[config.mk]
export PLATFORM = sky130hd
export DESIGN_NAME = integer_to_base_digits_core
export DESIGN_NICKNAME = d
export VERILOG_FILES = /design/src/sv/itbd_pkg.sv /design/src/sv/itbd_ctrl.sv /design/src/sv/itbd_dp.sv /design/src/sv/integer_to_base_digits_core.sv
export SDC_FILE = /design/constraint.sdc
export NUM_CORES = 1
export LEC_CHECK = 0
export CORE_ASPECT_RATIO = 1.25
export CORE_MARGIN = 3
export CORE_UTILIZATION = 69
export CTS_CLUSTER_SIZE = 24
export DETAILED_ROUTE_END_ITERATION = 7
export DONT_BUFFER_PORTS = 1
export PLACE_DENSITY = 0.95
export SLEW_MARGIN = 40
export SYNTH_ARGS = -nofsm -noshare
export SYNTH_HDL_FRONTEND = slang
export SYNTH_SLANG_ARGS = --single-unit
[constraint.sdc]
create_clock -name clock -period 23.4 [get_ports clock]
set_input_delay 2.34 -clock clock [delete_from_list [all_inputs] [get_ports clock]]
set_output_delay 2.34 -clock clock [all_outputs]
set_load 0.05 [all_outputs]
[src/sv/itbd_pkg.sv]
`timescale 1ns / 1ps
// ----------------------------------------------------------------------------
// itbd_pkg
// Shared types and constants for the integer to base digits converter.
// ----------------------------------------------------------------------------
package itbd_pkg;

   localparam int VALUE_W     = 32;
   localparam int SYMBOL_W    = 8;
   localparam int BASE_LEN_W  = 5;
   localparam int CSR_INDEX_W = 2;
   localparam int CSR_DATA_W  = 64;
   localparam int SYM_COUNT   = 16;
   localparam int SYM_SEL_W   = 4;

   // divider retires STEP_BITS dividend bits per cycle
   localparam int STEP_BITS   = 8;
   localparam int DIV_STEPS   = VALUE_W / STEP_BITS;
   localparam int STEP_CNT_W  = $clog2(DIV_STEPS);

   localparam logic [CSR_INDEX_W-1:0] CSR_BASE_LENGTH  = 2'd0;
   localparam logic [CSR_INDEX_W-1:0] CSR_SYMBOLS_LOW  = 2'd1;
   localparam logic [CSR_INDEX_W-1:0] CSR_SYMBOLS_HIGH = 2'd2;

   localparam logic [BASE_LEN_W-1:0] BASE_LEN_RESET = 5'd10;
   localparam logic [SYMBOL_W-1:0]   MINUS_SYMBOL   = 8'h2D;

   typedef struct packed {
      logic start;
      logic div_step;
      logic rd_first;
      logic rd_next;
      logic load_sign;
      logic load_digit;
   } itbd_cmd_type;

   typedef struct packed {
      logic conv_done;
      logic negative;
      logic ptr_zero;
      logic out_free;
   } itbd_status_type;

   function automatic logic [SYMBOL_W-1:0] sym_of(
      input logic [CSR_DATA_W-1:0] sym_low,
      input logic [CSR_DATA_W-1:0] sym_high,
      input logic [SYM_SEL_W-1:0]  digit
   );
      logic [2*CSR_DATA_W-1:0] all_syms;
      all_syms = {sym_high, sym_low};
      return all_syms[digit*SYMBOL_W +: SYMBOL_W];
   endfunction

endpackage

[src/sv/itbd_ctrl.sv]
`timescale 1ns / 1ps
// ----------------------------------------------------------------------------
// itbd_ctrl
// Sequencer: conversion, digit readback, sign and digit emission.
// ----------------------------------------------------------------------------
module itbd_ctrl import itbd_pkg::*; (
   input  logic            clock,
   input  logic            reset,
   input  logic            req_valid,
   output logic            req_ready,
   input  itbd_status_type status,
   output itbd_cmd_type    cmd
);

   typedef enum logic [2:0] {
      ST_IDLE,
      ST_DIV,
      ST_PREP,
      ST_SIGN,
      ST_EMIT
   } state_type;

   state_type state_ff;
   state_type state_in;

   always_comb begin
      cmd       = '0;
      req_ready = 1'b0;
      state_in  = state_ff;
      unique case (state_ff)
         ST_IDLE: begin
            req_ready = 1'b1;
            if (req_valid) begin
               cmd.start = 1'b1;
               state_in  = ST_DIV;
            end
         end
         ST_DIV: begin
            cmd.div_step = 1'b1;
            if (status.conv_done) begin
               state_in = ST_PREP;
            end
         end
         ST_PREP: begin
            cmd.rd_first = 1'b1;
            state_in     = status.negative ? ST_SIGN : ST_EMIT;
         end
         ST_SIGN: begin
            if (status.out_free) begin
               cmd.load_sign = 1'b1;
               state_in      = ST_EMIT;
            end
         end
         ST_EMIT: begin
            if (status.out_free) begin
               cmd.load_digit = 1'b1;
               if (status.ptr_zero) begin
                  state_in = ST_IDLE;
               end else begin
                  cmd.rd_next = 1'b1;
               end
            end
         end
         default: begin
            state_in = ST_IDLE;
         end
      endcase
   end

   always_ff @(posedge clock) begin
      if (reset) begin
         state_ff <= ST_IDLE;
      end else begin
         state_ff <= state_in;
      end
   end

endmodule

[src/sv/itbd_dp.sv]
`timescale 1ns / 1ps
// ----------------------------------------------------------------------------
// itbd_dp
// Datapath: CSRs, radix divider, digit store and result register.
// ----------------------------------------------------------------------------
module itbd_dp import itbd_pkg::*; #(
   parameter int MAX_BASE   = 16,
   parameter int MAX_DIGITS = 32
) (
   input  logic                      clock,
   input  logic                      reset,
   input  logic                      csr_valid,
   output logic                      csr_ready,
   input  logic [CSR_INDEX_W-1:0]    csr_index,
   input  logic [CSR_DATA_W-1:0]     csr_data,
   input  logic signed [VALUE_W-1:0] req_value,
   output logic                      rsp_valid,
   input  logic                      rsp_ready,
   output logic [SYMBOL_W-1:0]       rsp_symbol,
   output logic                      rsp_last,
   input  itbd_cmd_type              cmd,
   output itbd_status_type           status
);

   localparam int RW = $clog2(MAX_BASE + 1);
   localparam int DW = $clog2(MAX_BASE);
   localparam int CW = $clog2(MAX_DIGITS + 1);
   localparam int AW = $clog2(MAX_DIGITS);

   logic [BASE_LEN_W-1:0] base_len_ff;
   logic [CSR_DATA_W-1:0] sym_low_ff;
   logic [CSR_DATA_W-1:0] sym_high_ff;

   logic [RW-1:0]         radix_ff;
   logic [RW-1:0]         radix_in;
   logic [VALUE_W-1:0]    x_ff;
   logic [VALUE_W-1:0]    x_in;
   logic [RW-1:0]         rem_ff;
   logic [RW-1:0]         rem_in;
   logic [STEP_CNT_W-1:0] step_ff;
   logic [CW-1:0]         count_ff;
   logic [AW-1:0]         ptr_ff;
   logic [AW-1:0]         rd_addr;
   logic                  neg_ff;
   logic                  digit_end;
   logic                  count_full;
   logic [CW-1:0]         count_m1;
   logic [VALUE_W-1:0]    raw;

   logic [DW-1:0]         digit_mem [MAX_DIGITS];
   logic [DW-1:0]         rd_data_ff;

   logic                  rsp_valid_ff;
   logic [SYMBOL_W-1:0]   rsp_symbol_ff;
   logic                  rsp_last_ff;

   assign csr_ready = 1'b1;

   always_ff @(posedge clock) begin
      if (reset) begin
         base_len_ff <= BASE_LEN_RESET;
         sym_low_ff  <= '0;
         sym_high_ff <= '0;
      end else if (csr_valid) begin
         unique case (csr_index)
            CSR_BASE_LENGTH:  base_len_ff <= csr_data[BASE_LEN_W-1:0];
            CSR_SYMBOLS_LOW:  sym_low_ff  <= csr_data;
            CSR_SYMBOLS_HIGH: sym_high_ff <= csr_data;
            default: ;
         endcase
      end
   end

   // radix saturates to [2, MAX_BASE]
   always_comb begin
      priority if (base_len_ff < BASE_LEN_W'(2)) begin
         radix_in = RW'(2);
      end else if (base_len_ff > BASE_LEN_W'(MAX_BASE)) begin
         radix_in = RW'(MAX_BASE);
      end else begin
         radix_in = RW'(base_len_ff);
      end
   end

   // restoring division, STEP_BITS quotient bits per cycle shifted into x
   always_comb begin
      logic [RW:0]           trial;
      logic [RW-1:0]         r;
      logic [STEP_BITS-1:0]  qbits;
      r = rem_ff;
      qbits = '0;
      for (int j = 0; j < STEP_BITS; j++) begin
         trial = {r, x_ff[VALUE_W-1-j]};
         if (trial >= {1'b0, radix_ff}) begin
            trial = trial - {1'b0, radix_ff};
            qbits[STEP_BITS-1-j] = 1'b1;
         end
         r = trial[RW-1:0];
      end
      rem_in = r;
      x_in   = {x_ff[VALUE_W-STEP_BITS-1:0], qbits};
   end

   assign digit_end  = (step_ff == STEP_CNT_W'(DIV_STEPS - 1));
   assign count_full = (count_ff == CW'(MAX_DIGITS - 1));
   assign count_m1   = count_ff - CW'(1);
   assign raw        = req_value;
   assign rd_addr    = cmd.rd_first ? count_m1[AW-1:0] : (ptr_ff - AW'(1));

   always_ff @(posedge clock) begin
      if (cmd.start) begin
         x_ff     <= raw[VALUE_W-1] ? (VALUE_W'(0) - raw) : raw;
         neg_ff   <= raw[VALUE_W-1];
         radix_ff <= radix_in;
         rem_ff   <= '0;
         step_ff  <= '0;
         count_ff <= '0;
      end else if (cmd.div_step) begin
         x_ff    <= x_in;
         step_ff <= step_ff + STEP_CNT_W'(1);
         if (digit_end) begin
            rem_ff   <= '0;
            count_ff <= count_ff + CW'(1);
         end else begin
            rem_ff <= rem_in;
         end
      end
      if (cmd.rd_first || cmd.rd_next) begin
         ptr_ff <= rd_addr;
      end
   end

   always_ff @(posedge clock) begin
      if (cmd.div_step && digit_end) begin
         digit_mem[count_ff[AW-1:0]] <= rem_in[DW-1:0];
      end
      if (cmd.rd_first || cmd.rd_next) begin
         rd_data_ff <= digit_mem[rd_addr];
      end
   end

   always_ff @(posedge clock) begin
      if (reset) begin
         rsp_valid_ff <= 1'b0;
      end else if (cmd.load_sign || cmd.load_digit) begin
         rsp_valid_ff <= 1'b1;
      end else if (rsp_ready) begin
         rsp_valid_ff <= 1'b0;
      end
   end

   always_ff @(posedge clock) begin
      if (cmd.load_sign) begin
         rsp_symbol_ff <= MINUS_SYMBOL;
         rsp_last_ff   <= 1'b0;
      end else if (cmd.load_digit) begin
         rsp_symbol_ff <= sym_of(sym_low_ff, sym_high_ff, SYM_SEL_W'(rd_data_ff));
         rsp_last_ff   <= (ptr_ff == '0);
      end
   end

   // only sampled by the controller while dividing
   assign status.conv_done = digit_end && ((x_in == '0) || count_full);
   assign status.negative  = neg_ff;
   assign status.ptr_zero  = (ptr_ff == '0);
   assign status.out_free  = !rsp_valid_ff || rsp_ready;

   assign rsp_valid  = rsp_valid_ff;
   assign rsp_symbol = rsp_symbol_ff;
   assign rsp_last   = rsp_last_ff;

endmodule

[src/sv/integer_to_base_digits_core.sv]
`timescale 1ns / 1ps
// A request is divided digit by digit, then the first character is loaded; D = digit count.
// Characters then stream one per cycle while rsp_ready is high (D, plus one for a minus sign).
// A new request is accepted only once the last character is loaded; the divider
// retires 8 dividend bits per cycle.
// Reset (synchronous): idle, no result pending, base_length 10, symbols 0.
// ----------------------------------------------------------------------------
// integer_to_base_digits_core
// Signed integer to symbol text in a configurable radix, MSD first.
// ----------------------------------------------------------------------------
module integer_to_base_digits_core import itbd_pkg::*; #(
   parameter int MAX_BASE   = 16,
   parameter int MAX_DIGITS = 32
) (
   input  logic                      clock,
   input  logic                      reset,
   input  logic                      csr_valid,
   output logic                      csr_ready,
   input  logic [CSR_INDEX_W-1:0]    csr_index,
   input  logic [CSR_DATA_W-1:0]     csr_data,
   input  logic                      req_valid,
   output logic                      req_ready,
   input  logic signed [VALUE_W-1:0] req_value,
   output logic                      rsp_valid,
   input  logic                      rsp_ready,
   output logic [SYMBOL_W-1:0]       rsp_symbol,
   output logic                      rsp_last
);

   itbd_cmd_type    cmd;
   itbd_status_type status;

   itbd_ctrl u_ctrl (
      .clock     (clock),
      .reset     (reset),
      .req_valid (req_valid),
      .req_ready (req_ready),
      .status    (status),
      .cmd       (cmd)
   );

   itbd_dp #(
      .MAX_BASE   (MAX_BASE),
      .MAX_DIGITS (MAX_DIGITS)
   ) u_dp (
      .clock      (clock),
      .reset      (reset),
      .csr_valid  (csr_valid),
      .csr_ready  (csr_ready),
      .csr_index  (csr_index),
      .csr_data   (csr_data),
      .req_value  (req_value),
      .rsp_valid  (rsp_valid),
      .rsp_ready  (rsp_ready),
      .rsp_symbol (rsp_symbol),
      .rsp_last   (rsp_last),
      .cmd        (cmd),
      .status     (status)
   );

endmodule

# ---- Word-level counts from Yosys, hierarchy flattened
# Memory sizes are Yosys's and may differ from the RTL's. A register that Yosys moved wholly into a read port is not among the register bits.
# Index checks and enable logic that the tools add are counted.
dict set report totals {
  reg_bits 202
  latch_bits 0
  ram_bits 128
  rom_bits 0
  wordCells 116
  mem_count 1
}
# memory words width rd rd_clocked_by_memory_dff wr line
set mem_list {}
lappend mem_list {u_dp.digit_mem 32 4 1 1 1 itbd_dp.sv:50} ;# logic [DW-1:0] digit_mem [MAX_DIGITS];
dict set report op_classes {
  add_sub_neg 13
  multipliers 0
  div 0
  order_cmp 10
  eq_ne 13
  n_shift 1
  n_mux 44
  n_bitwise 0
  reduce_logical 19
}
# operator n
set op_table {}
lappend op_table {{$shiftx 128x8->8} 1}
lappend op_table {{$mux 32} 3}
lappend op_table {{$mux 5} 11}
lappend op_table {{$ge 6x5->1} 8}
lappend op_table {{$sub 5x5->5} 8}
lappend op_table {{$logic_not 32->1} 1}
lappend op_table {{$sub 1x32->32 const A} 1}
lappend op_table {{$mux 1} 23}
lappend op_table {{$mux 3} 6}
lappend op_table {{$pmux 3 s5} 1}
lappend op_table {{$ne 2x2->1 const B} 5}
lappend op_table {{$sub 5x1->5 const B} 2}
lappend op_table {{$reduce_and 2->1} 4}
lappend op_table {{$add 6x1->6 const B} 1}
lappend op_table {{$eq 3x2->1 const B} 2}
lappend op_table {{$eq 6x5->1 const B} 1}
lappend op_table {{$gt 5x5->1 const B} 1}
lappend op_table {{$logic_not 5->1} 1}
lappend op_table {{$lt 5x2->1 const B} 1}
lappend op_table {{$reduce_and 5->1} 1}
lappend op_table {{$eq 2x2->1 const B} 2}
lappend op_table {{$logic_or 1x1->1} 4}
lappend op_table {{$reduce_bool 2->1} 2}
lappend op_table {{$eq 3x1->1 const B} 1}
lappend op_table {{other kinds (8)} 9}

# ---- Depth between registers and ports, before layout
# Gate-level depths: netlist of the first run.
dict set report depth {
  word_depth 21
  mapped_depth 79
}

# ---- By module
# Synthesis of the first run repeated with hierarchy kept, for this count alone.
dict set report unflattened {
  hier_cells 1528
  area_unflattened_um2 16564.6
}
# mod instances cells_each area_per_inst_um2 seq_area_each_um2
set by_module_without_submodules {}
lappend by_module_without_submodules {itbd_dp 1 1495 16293.1 8378.0}
lappend by_module_without_submodules {itbd_ctrl 1 33 271.5 60.1}

# ---- Worst setup path after synthesis of the first run
# OpenSTA, ideal clock, no wires.
dict set report synth_path {
  path_kind {register to register}
  start {register u_dp.radix_ff[1]}
  end {memory u_dp.digit_mem[0][3] (netlist name) (data pin)}
  arrival_ns 14.658
  t_required_ns 22.946
  slack_ns 8.288
  stages_incl_launch_ff 71
  period_less_slack_ns 15.112
  cell_sequence {edfxtp_1 > inv_1 > fa_1 > a21oi_1 > nor2_1 > or3_1 > and2_1 > ha_1 > and3_1 > a31oi_1 > o21ai_1 > nor3_4 > mux2_2 > inv_1 > ha_1 > nand2b_1 > a21oi_1 > a41o_1 > [... 35 more ...] > a41oi_1 > nor2b_1 > or3_1 > o21a_1 > buf_6 > mux2i_1 > inv_1 > fa_1 > a21boi_0 > o21ai_0 > nand2b_1 > a21oi_1 > inv_1 > nor2_1 > o211ai_1 > o31ai_2 > buf_4 > o21ai_0}
}
dict set report synth_between {
  elab_chain_len 16
  word_cells_on_any_way 24
}
# item line
set synth_lines {}
lappend synth_lines {{start, declared} itbd_dp.sv:34} ;# logic [RW-1:0] radix_ff;
lappend synth_lines {{start signal, assigned} itbd_dp.sv:114} ;# radix_ff <= radix_in;
lappend synth_lines {{$sub 5x5->5 / $ge 6x5->1 (equally long branches)} {itbd_dp.sv:95, itbd_dp.sv:94}}
lappend synth_lines {{$mux 5} itbd_dp.sv:94} ;# if (trial >= {1'b0, radix_ff}) begin
lappend synth_lines {{$sub 5x5->5 / $ge 6x5->1 (equally long branches)} {itbd_dp.sv:95, itbd_dp.sv:94}}
lappend synth_lines {{$mux 5} itbd_dp.sv:94}
lappend synth_lines {{$sub 5x5->5 / $ge 6x5->1 (equally long branches)} {itbd_dp.sv:95, itbd_dp.sv:94}}
lappend synth_lines {{$mux 5} itbd_dp.sv:94}
lappend synth_lines {{$sub 5x5->5 / $ge 6x5->1 (equally long branches)} {itbd_dp.sv:95, itbd_dp.sv:94}}
lappend synth_lines {{$mux 5} itbd_dp.sv:94}
lappend synth_lines {{$ge 6x5->1 / $sub 5x5->5 (equally long branches)} {itbd_dp.sv:94, itbd_dp.sv:95}}
lappend synth_lines {{$mux 5} itbd_dp.sv:94}
lappend synth_lines {{$sub 5x5->5 / $ge 6x5->1 (equally long branches)} {itbd_dp.sv:95, itbd_dp.sv:94}}
lappend synth_lines {{$mux 5} itbd_dp.sv:94}
lappend synth_lines {{$sub 5x5->5 / $ge 6x5->1 (equally long branches)} {itbd_dp.sv:95, itbd_dp.sv:94}}
lappend synth_lines {{$mux 5} itbd_dp.sv:94}
lappend synth_lines {{$sub 5x5->5 / $ge 6x5->1 (equally long branches)} {itbd_dp.sv:95, itbd_dp.sv:94}}
lappend synth_lines {{$mux 5 *} itbd_dp.sv:94}
lappend synth_lines {{via u_dp.rem_in[3]} itbd_dp.sv:39} ;# logic [RW-1:0] rem_in;
lappend synth_lines {{end, declared} itbd_dp.sv:50}
# The timed path passes the listed nets; every way through them passes the cells marked *.

# ---- Worst setup path in the final report of the first run
dict set report layout_path {
  start {register u_dp.radix_ff[1]}
  end {register u_dp.rem_ff[2]}
}
dict set report layout_between {
  elab_chain_len 17
  word_cells_on_any_way 25
}
# item line
set layout_lines {}
lappend layout_lines {{$sub 5x5->5 / $ge 6x5->1 (equally long branches)} {itbd_dp.sv:95, itbd_dp.sv:94}}
lappend layout_lines {{$mux 5} itbd_dp.sv:94}
lappend layout_lines {{$sub 5x5->5 / $ge 6x5->1 (equally long branches)} {itbd_dp.sv:95, itbd_dp.sv:94}}
lappend layout_lines {{$mux 5} itbd_dp.sv:94}
lappend layout_lines {{$sub 5x5->5 / $ge 6x5->1 (equally long branches)} {itbd_dp.sv:95, itbd_dp.sv:94}}
lappend layout_lines {{$mux 5} itbd_dp.sv:94}
lappend layout_lines {{$sub 5x5->5 / $ge 6x5->1 (equally long branches)} {itbd_dp.sv:95, itbd_dp.sv:94}}
lappend layout_lines {{$mux 5} itbd_dp.sv:94}
lappend layout_lines {{[... 2 more ...]} -}
lappend layout_lines {{$sub 5x5->5 / $ge 6x5->1 (equally long branches)} {itbd_dp.sv:95, itbd_dp.sv:94}}
lappend layout_lines {{$mux 5} itbd_dp.sv:94}
lappend layout_lines {{$ge 6x5->1 / $sub 5x5->5 (equally long branches)} {itbd_dp.sv:94, itbd_dp.sv:95}}
lappend layout_lines {{$mux 5} itbd_dp.sv:94}
lappend layout_lines {{$sub 5x5->5 / $ge 6x5->1 (equally long branches)} {itbd_dp.sv:95, itbd_dp.sv:94}}
lappend layout_lines {{$mux 5 *} itbd_dp.sv:94}
lappend layout_lines {{via u_dp.rem_in[2]} itbd_dp.sv:39}
lappend layout_lines {{$mux 5 *} itbd_dp.sv:121} ;# if (digit_end) begin
lappend layout_lines {{end signal, assigned} itbd_dp.sv:125} ;# rem_ff <= rem_in;
lappend layout_lines {{end, declared} itbd_dp.sv:38} ;# logic [RW-1:0] rem_ff;
# Marks and branches as above.
# A chain may end at the register's enable or synchronous reset.

==> metrics, run 1 <==
Die Ht 179 um; global-route wire length before repair 67300 um; proportion of synthesized chip area in sequential cells 51.2%; clock latency on the worst-skew pair 0.59 ns; number of design rule violations left after detail routing 0; Avg WL per Cell 24.1 um; Setup Total Neg Slack 0 ns; maximum number of pins on one net before global-route repair 138; Layout Skew 0.0408 ns; cell count of the worst reg-to-reg path 66; post-synthesis cell area 0.0165 mm2; yosys synthesis warning count 0; clock input transition at the sequential cells of the worst setup and hold paths 0.07 ns; Routability Congestion 0.965; transition time at the pin with the least slew margin 0.807 ns; Port Buf Inserts 0; area fraction in and, or, nand and nor cells after synthesis 14.1%; width of the die 144 um; Final setup violation count 0; vias in the first global route 12544; routed vias 12517; outcome finished clean; buffers inserted during post-CTS setup optimization 0; number of nets produced by synthesis 1690; area taken by flip-flops and latches 0.00844 mm2; crit path time final 16.79 ns; number of clock sinks 334; synthesized-area fraction occupied by ao, oa, aoi and oai cells 10.7%; number of top-level design ports 115; Antenna diodes 0; placed wire-length estimate after detailed placement 27300 um; total wirelength of the detailed-routed design 43500 um; antenna violation net count after detailed routing 0; area growth from synthesis to layout 7.47%; Remaining Overflow, GRT 0; arrival time reported for the critical path endpoint 17.24 ns; total count of max-transition violations in the final report 0; DRC marker count from the first detailed-route iteration 1348; kind of launch point of the worst setup path flip-flop; router iterations before antenna repair 8; die outline area 0.0258 mm2; RSZ-0062 raised after global routing no; cell with the largest stage delay on the worst path sky130_fd_sc_hd__edfxtp_1; met3 layer usage reported by global route 7.95%; fraction of final layout cells sized beyond drive strength 1 11.8%; cell repeated most along the worst path sky130_fd_sc_hd__a21oi_1; filler instances 1231; buffer depth of the longest clock path 3; Hold Crit Class reg -> reg; Core Footprint 0.0232 mm2; H-tree levels 1; normalized max-slew margin 46.1%; Cells on Worst Hold Path 2; period utilisation layout 71.7%; clk root buf sky130_fd_sc_hd__clkbuf_16; Max Clk Rate 59.6 MHz; clock tree from TritonCTS done; met1 GRT Util 41.0%; reported max-cap violation count 0; number of unique standard cell types used by synthesis 72; critical path peak fanout 33; number of nets in the final layout 1653; footprint of the multi-input gates 0.00762 mm2; Worst setup EP type flip-flop; number of synthesized flops with an enable pin 175; number of cells produced by synthesis 1532; cts bufs inserted 31; Global Route Usage Sum 33.8%; post-CTS resize count 0; required time of the critical path 23.85 ns; fraction of registers with async set or reset after synthesis 0%; number of vias per cell 6.92; syn_area_per_cell 10.8 um2; combinational family with the most area after synthesis simple AND/OR/NAND/NOR gates; placement row count 62; count of hold buffers inserted by post-cts repair 0; fraction of synthesized area in multiplexers 13.3%; GR Util met2 55.8%; longest individual stage delay on the worst path 0.80 ns; commonest register cell after synthesis sky130_fd_sc_hd__edfxtp_1; count of endpoints failing hold in the final timing report 0; worst setup path category reg -> reg; flop and latch count out of synthesis 334; XOR/XNOR Fraction of Synth Area 3.03%; antenna violations before repair 0; adder-cell share of the synthesized area 4.54%; initial standard-cell utilization of the core 71.0%; global routing's busiest layer met2
-- layout by cell type (no fill, tap or decap), types with 8 or more instances in the layout --
| cell type | count |
|---|---|
| sky130_fd_sc_hd__nand2_1 | 341 |
| sky130_fd_sc_hd__edfxtp_1 | 175 |
| sky130_fd_sc_hd__a21oi_1 | 166 |
| sky130_fd_sc_hd__dfxtp_1 | 159 |
| sky130_fd_sc_hd__nor2_1 | 79 |
| sky130_fd_sc_hd__mux4_2 | 76 |
| sky130_fd_sc_hd__o21ai_0 | 58 |
| sky130_fd_sc_hd__ha_1 | 47 |
| sky130_fd_sc_hd__inv_1 | 43 |
| sky130_fd_sc_hd__xor2_1 | 34 |
| sky130_fd_sc_hd__mux2i_1 | 33 |
| sky130_fd_sc_hd__clkbuf_16 | 32 |
| sky130_fd_sc_hd__xnor2_1 | 21 |
| sky130_fd_sc_hd__nand3_1 | 16 |
| sky130_fd_sc_hd__nand2b_1 | 14 |
| sky130_fd_sc_hd__nor2b_1 | 13 |
| sky130_fd_sc_hd__or3_1 | 12 |
| sky130_fd_sc_hd__mux2_2 | 11 |
| sky130_fd_sc_hd__buf_4 | 11 |
| sky130_fd_sc_hd__a21o_1 | 9 |
| sky130_fd_sc_hd__nand3b_1 | 9 |
| sky130_fd_sc_hd__o31ai_1 | 9 |
| sky130_fd_sc_hd__or4_1 | 8 |
| sky130_fd_sc_hd__fa_1 | 8 |
| sky130_fd_sc_hd__clkinv_1 | 8 |
-- registers in the layout, summed over array words and instances (netlist names), 5 cells and up --
| register | count |
|---|---|
| u_dp.base_len_ff | 5 |
| u_dp.sym_low_ff | 64 |
| u_dp.digit_mem | 128 |
| u_dp.radix_ff | 5 |
| u_dp.x_ff | 32 |
| u_dp.count_ff | 6 |
| u_dp.sym_high_ff | 64 |
| u_dp.rsp_symbol | 8 |
| u_dp.rem_ff | 5 |
| u_dp.ptr_ff | 5 |
-- worst max-delay path: cells and delay by family (launching register included) --
kind	cells	cell delay (ns)
and+or+nand+nor	17	2.65
DFF	1	0.80
buffers and inverters	5	0.81
AOI/OAI and AO/OA	32	7.77
adders and majority gates	8	2.85
muxes	4	1.71
-- cell type report --
type                            count  share of cell area, %
Tap cell                          288                   2.04
Clock buffer                       39                   4.73
Timing Repair Buffer               13                  0.636
Sequential cell                   334                   47.7
Inverter                           46                  0.989
Multi-Input combinational cell   1069                   43.0
Clock inverter                     19                  0.926
-- layer usage --
layer	up-vias	wire length (um)	part of all wire, %
met4	0	3060	7.0
met3	243	4560	10
met5	-	0	0
met1	5949	14700	34
met2	906	21200	49
li1	5419	-	-
-- path summary, 6_finish.rpt --
| check | to | slack, ns | startpoint |
|---|---|---|---|
| setup / recovery | u_dp.rem_ff[2] | 6.61 | u_dp.radix_ff[1] |
| hold / removal | u_dp.sym_high_ff[45] | 0.45 | u_dp.sym_high_ff[45] |
| setup reg to reg | u_dp.rem_ff[2] | 6.61 | u_dp.radix_ff[1] |
| hold reg to reg | u_dp.sym_high_ff[45] | 0.45 | u_dp.sym_high_ff[45] |
-- through the flow --
| stage | std cells | area, um2 | util, % | setup WS, ns | hold WS, ns |
|---|---|---|---|---|---|
| finish | 1808 | 17700 | 76.3 | 6.61 | 0.455 |
| global route | 1808 | 17700 | 76.3 | 5.32 | 0.471 |
| CTS | 1806 | 17700 | 76.1 | 6.87 | 0.450 |
| detailed placement | 1748 | 16700 | 71.8 | 6.99 | 0.437 |
| global placement | 1748 | 16600 | 71.7 | 7.49 | 0.433 |
| floorplan | 1532 | 16500 | - | 8.29 | 0.433 |
-- Yosys cell counts, drive strengths merged (7+ instances only) --
master	number	area, um2
a21o	10	82.6
a21oi	167	840
buf	13	72.6
clkbuf	70	263
dfxtp	159	3180
edfxtp	175	5260
fa	8	160
ha	47	588
inv	45	169
mux2	11	124
mux2i	35	350
mux4	76	1710
nand2	341	1280
nand2b	14	87.6
nand3	16	80.1
nand3b	9	67.6
nor2	80	300
nor2b	13	81.3
nor3	7	46.3
nor4	7	43.8
o21ai	64	328
o31ai	10	80.1
or2	7	43.8
or3	12	75.1
or4	8	60.1
xnor2	23	201
xor2	34	298
-- cell families after synthesis --
logic type	Yosys count
mux	122
xor+xnor	57
flops	334
compound gates	300
other cells	1
buf+inv	129
simple gates	534
fa+ha+maj	55
Power of run 1 is left out: the tool's default activity adds up to more than one toggle a clock period on the data nets, which glitch-free logic cannot reach.
==> run 2: changes to the inputs <==
--- a/config.mk
+++ b/config.mk
@@ -7,11 +7,11 @@
 export LEC_CHECK = 0
 export CORE_ASPECT_RATIO = 1.25
 export CORE_MARGIN = 3
-export CORE_UTILIZATION = 69
+export CORE_UTILIZATION = 64
 export CTS_CLUSTER_SIZE = 24
 export DETAILED_ROUTE_END_ITERATION = 7
 export DONT_BUFFER_PORTS = 1
-export PLACE_DENSITY = 0.95
+export PLACE_DENSITY = 0.9
 export SLEW_MARGIN = 40
 export SYNTH_ARGS = -nofsm -noshare
 export SYNTH_HDL_FRONTEND = slang
==> constraint.sdc (replaced) <==
create_clock -name clock -period 15.6 [get_ports clock]
set_input_delay 1.56 -clock clock [delete_from_list [all_inputs] [get_ports clock]]
set_output_delay 1.56 -clock clock [all_outputs]
set_load 0.05 [all_outputs]
==> run 2 against run 1 <==
First-iteration DRC count shrank 9.6%. Sequential share of layout area shrank 1.1 points. Sequential cell count did not move. Maximum frequency increased by 14%. Global-route usage down 3.2 points. Hold slack worse by 0.0065 ns. Register-to-register slack worse by 5.7 ns. Routed wire length down 1.7%. Setup slack got worse by 5.7 ns. Clock-buffer cell count is 8 lower. Non-clock buffer count rose by 19. Critical path type unchanged. Critical endpoint unchanged.
==> metrics, run 2 (synthesis gave the netlist of run 1 again) <==
period utilisation layout 94.1% (+22 points); placed wire-length estimate after detailed placement 27800 um (+2.0%); router iterations before antenna repair 5 (-3); Routability Congestion 0.922 (-4.5%); number of top-level design ports 115 (unchanged); outcome finished clean; antenna violation net count after detailed routing 0 (unchanged); count of endpoints failing hold in the final timing report 0 (unchanged); number of vias per cell 6.49 (-6.2%); Die Ht 185 um (+3.7%); Remaining Overflow, GRT 0 (unchanged); Cells on Worst Hold Path 2 (unchanged); placement row count 65 (+4.8%); Core Footprint 0.0253 mm2 (+9.0%); antenna violations before repair 0 (unchanged); cell with the largest stage delay on the worst path sky130_fd_sc_hd__fa_1; Hold Crit Start u_dp.sym_high_ff[48]; width of the die 149 um (+3.7%); flip-flop count of the largest register after layout 128 (unchanged); Hold Crit Class reg -> reg; number of clock sinks 334 (unchanged); worst setup path category reg -> reg; DRC marker count from the first detailed-route iteration 1219 (-9.6%); normalized max-slew margin 44.5% (-1.6 points); commonest non-fill, non-tap cell in the layout sky130_fd_sc_hd__nand2_1; cell count of the worst reg-to-reg path 70 (+6.1%); total count of max-transition violations in the final report 0 (unchanged); global-route wire length before repair 66600 um (-1.2%); number of design rule violations left after detail routing 0 (unchanged); Final setup violation count 0 (unchanged); transition time at the pin with the least slew margin 0.826 ns (+0.0190 ns); Global Route Usage Sum 30.6% (-3.2 points); Max Clk Rate 68.1 MHz (+14%); maximum number of pins on one net before global-route repair 138 (unchanged); kind of launch point of the worst setup path flip-flop; worst setup path startpoint u_dp.x_ff[31]; H-tree levels 1 (unchanged); clock tree from TritonCTS done; area growth from synthesis to layout 9.91%; filler instances 1553 (+26%); longest individual stage delay on the worst path 0.43 ns (-0.37 ns); crit path time final 14.68 ns (-2.10 ns); fraction of final layout cells sized beyond drive strength 1 14.4% (+2.6 points); clk root buf sky130_fd_sc_hd__clkbuf_16; die outline area 0.0277 mm2 (+7.5%); number of nets in the final layout 1673 (+1.2%); Antenna diodes 0 (unchanged); cts bufs inserted 31 (unchanged); clock input transition at the sequential cells of the worst setup and hold paths 0.06 ns (about the same); Setup Total Neg Slack 0 ns (unchanged); total wirelength of the detailed-routed design 42800 um (-1.7%); cell repeated most along the worst path sky130_fd_sc_hd__ha_1; arrival time reported for the critical path endpoint 15.13 ns (-2.11 ns); critical path peak fanout 17 (-48%); routed vias 12171 (-2.8%); Layout Skew 0.0275 ns (-0.0133 ns); Avg WL per Cell 22.8 um (-5.2%); reported max-cap violation count 0 (unchanged); required time of the critical path 16.05 ns (-7.80 ns); buffer depth of the longest clock path 3 (unchanged); vias in the first global route 12419 (-1.0%); clock latency on the worst-skew pair 0.58 ns (about the same); Port Buf Inserts 0 (unchanged); initial standard-cell utilization of the core 65.1% (-5.9 points); Worst setup EP type flip-flop; worst reg2reg startpoint u_dp.x_ff[31]; count of hold buffers inserted by post-cts repair 0 (unchanged); most used cells in the layout excluding fill and tap cells sky130_fd_sc_hd__nand2_1 (341), sky130_fd_sc_hd__edfxtp_1 (175), sky130_fd_sc_hd__a21oi_1 (163), sky130_fd_sc_hd__dfxtp_1 (159), sky130_fd_sc_hd__nor2_1 (78)
==> run 2: changes by cell type in the layout (fill, tap and decap cells not counted), sizes merged <==
cell      before  now
buf           13   32
clkbuf        39   31
clkinvlp       2    9
bufinv         2    7
clkinv        11    7
mux2          11   12
==> run 2: worst paths after layout <==
| check | end | slack, ns |
|---|---|---|
| setup / recovery | u_dp.rem_ff[2] | 0.92 |
| hold / removal | u_dp.sym_high_ff[48] | 0.45 |
| setup reg to reg | u_dp.rem_ff[2] | 0.92 |
| hold reg to reg | u_dp.sym_high_ff[48] | 0.45 |
==> run 2: layer usage <==
| metal | vias to the layer above | share of wire [%] | global-route usage [%] |
|---|---|---|---|
| met2 | 628 | 51 | 53.1 |
| met3 | 147 | 8.4 | 6.24 |
| met5 | - | 0 | 0 |
| met4 | 0 | 4.8 | 14.0 |
| met1 | 5941 | 36 | 37.0 |
| li1 | 5455 | - | - |
==> run 2: final cells by class <==
cell class | instances | area, um2 | area share (%)
tap | 335 | 419 | 2.31
clock inverter | 27 | 360 | 1.99
sequential | 334 | 8440 | 46.6
multi-input combinational | 1070 | 7670 | 42.4
timing repair buffer | 32 | 268 | 1.48
inverter | 46 | 175 | 0.967
clock buffer | 31 | 776 | 4.28
==> run 2: what timing repair did <==
item                       in CTS  in global routing
buffers inserted                0                  4
setup endpoints to repair       0                137
gates resized for setup         0                 22
==> run 2: critical path: cells and delay by family (launching register included) <==
kind | cells | cell delay (ns)
AO/OA/AOI/OAI | 31 | 5.81
adder cells (fa/ha/maj) | 9 | 2.92
buffers and inverters | 7 | 0.80
flip-flops | 1 | 0.40
multiplexers | 5 | 1.61
AND/OR/NAND/NOR | 18 | 3.00
==> run 2: metrics by stage <==
step	area (um2)	hold WS [ns]	setup WS [ns]	std cells	util [%]
4_1_cts	18000	0.447	0.169	1868	71.0
3_5_place_dp	16800	0.437	0.223	1810	66.5
2_1_floorplan	16500	0.433	0.488	1532	-
5_1_grt	18100	0.463	-0.0474	1875	71.6
6_report	18100	0.448	0.918	1875	71.6
3_3_place_gp	16800	0.433	0.861	1810	66.4
Power of run 2 is left out for the same reason.
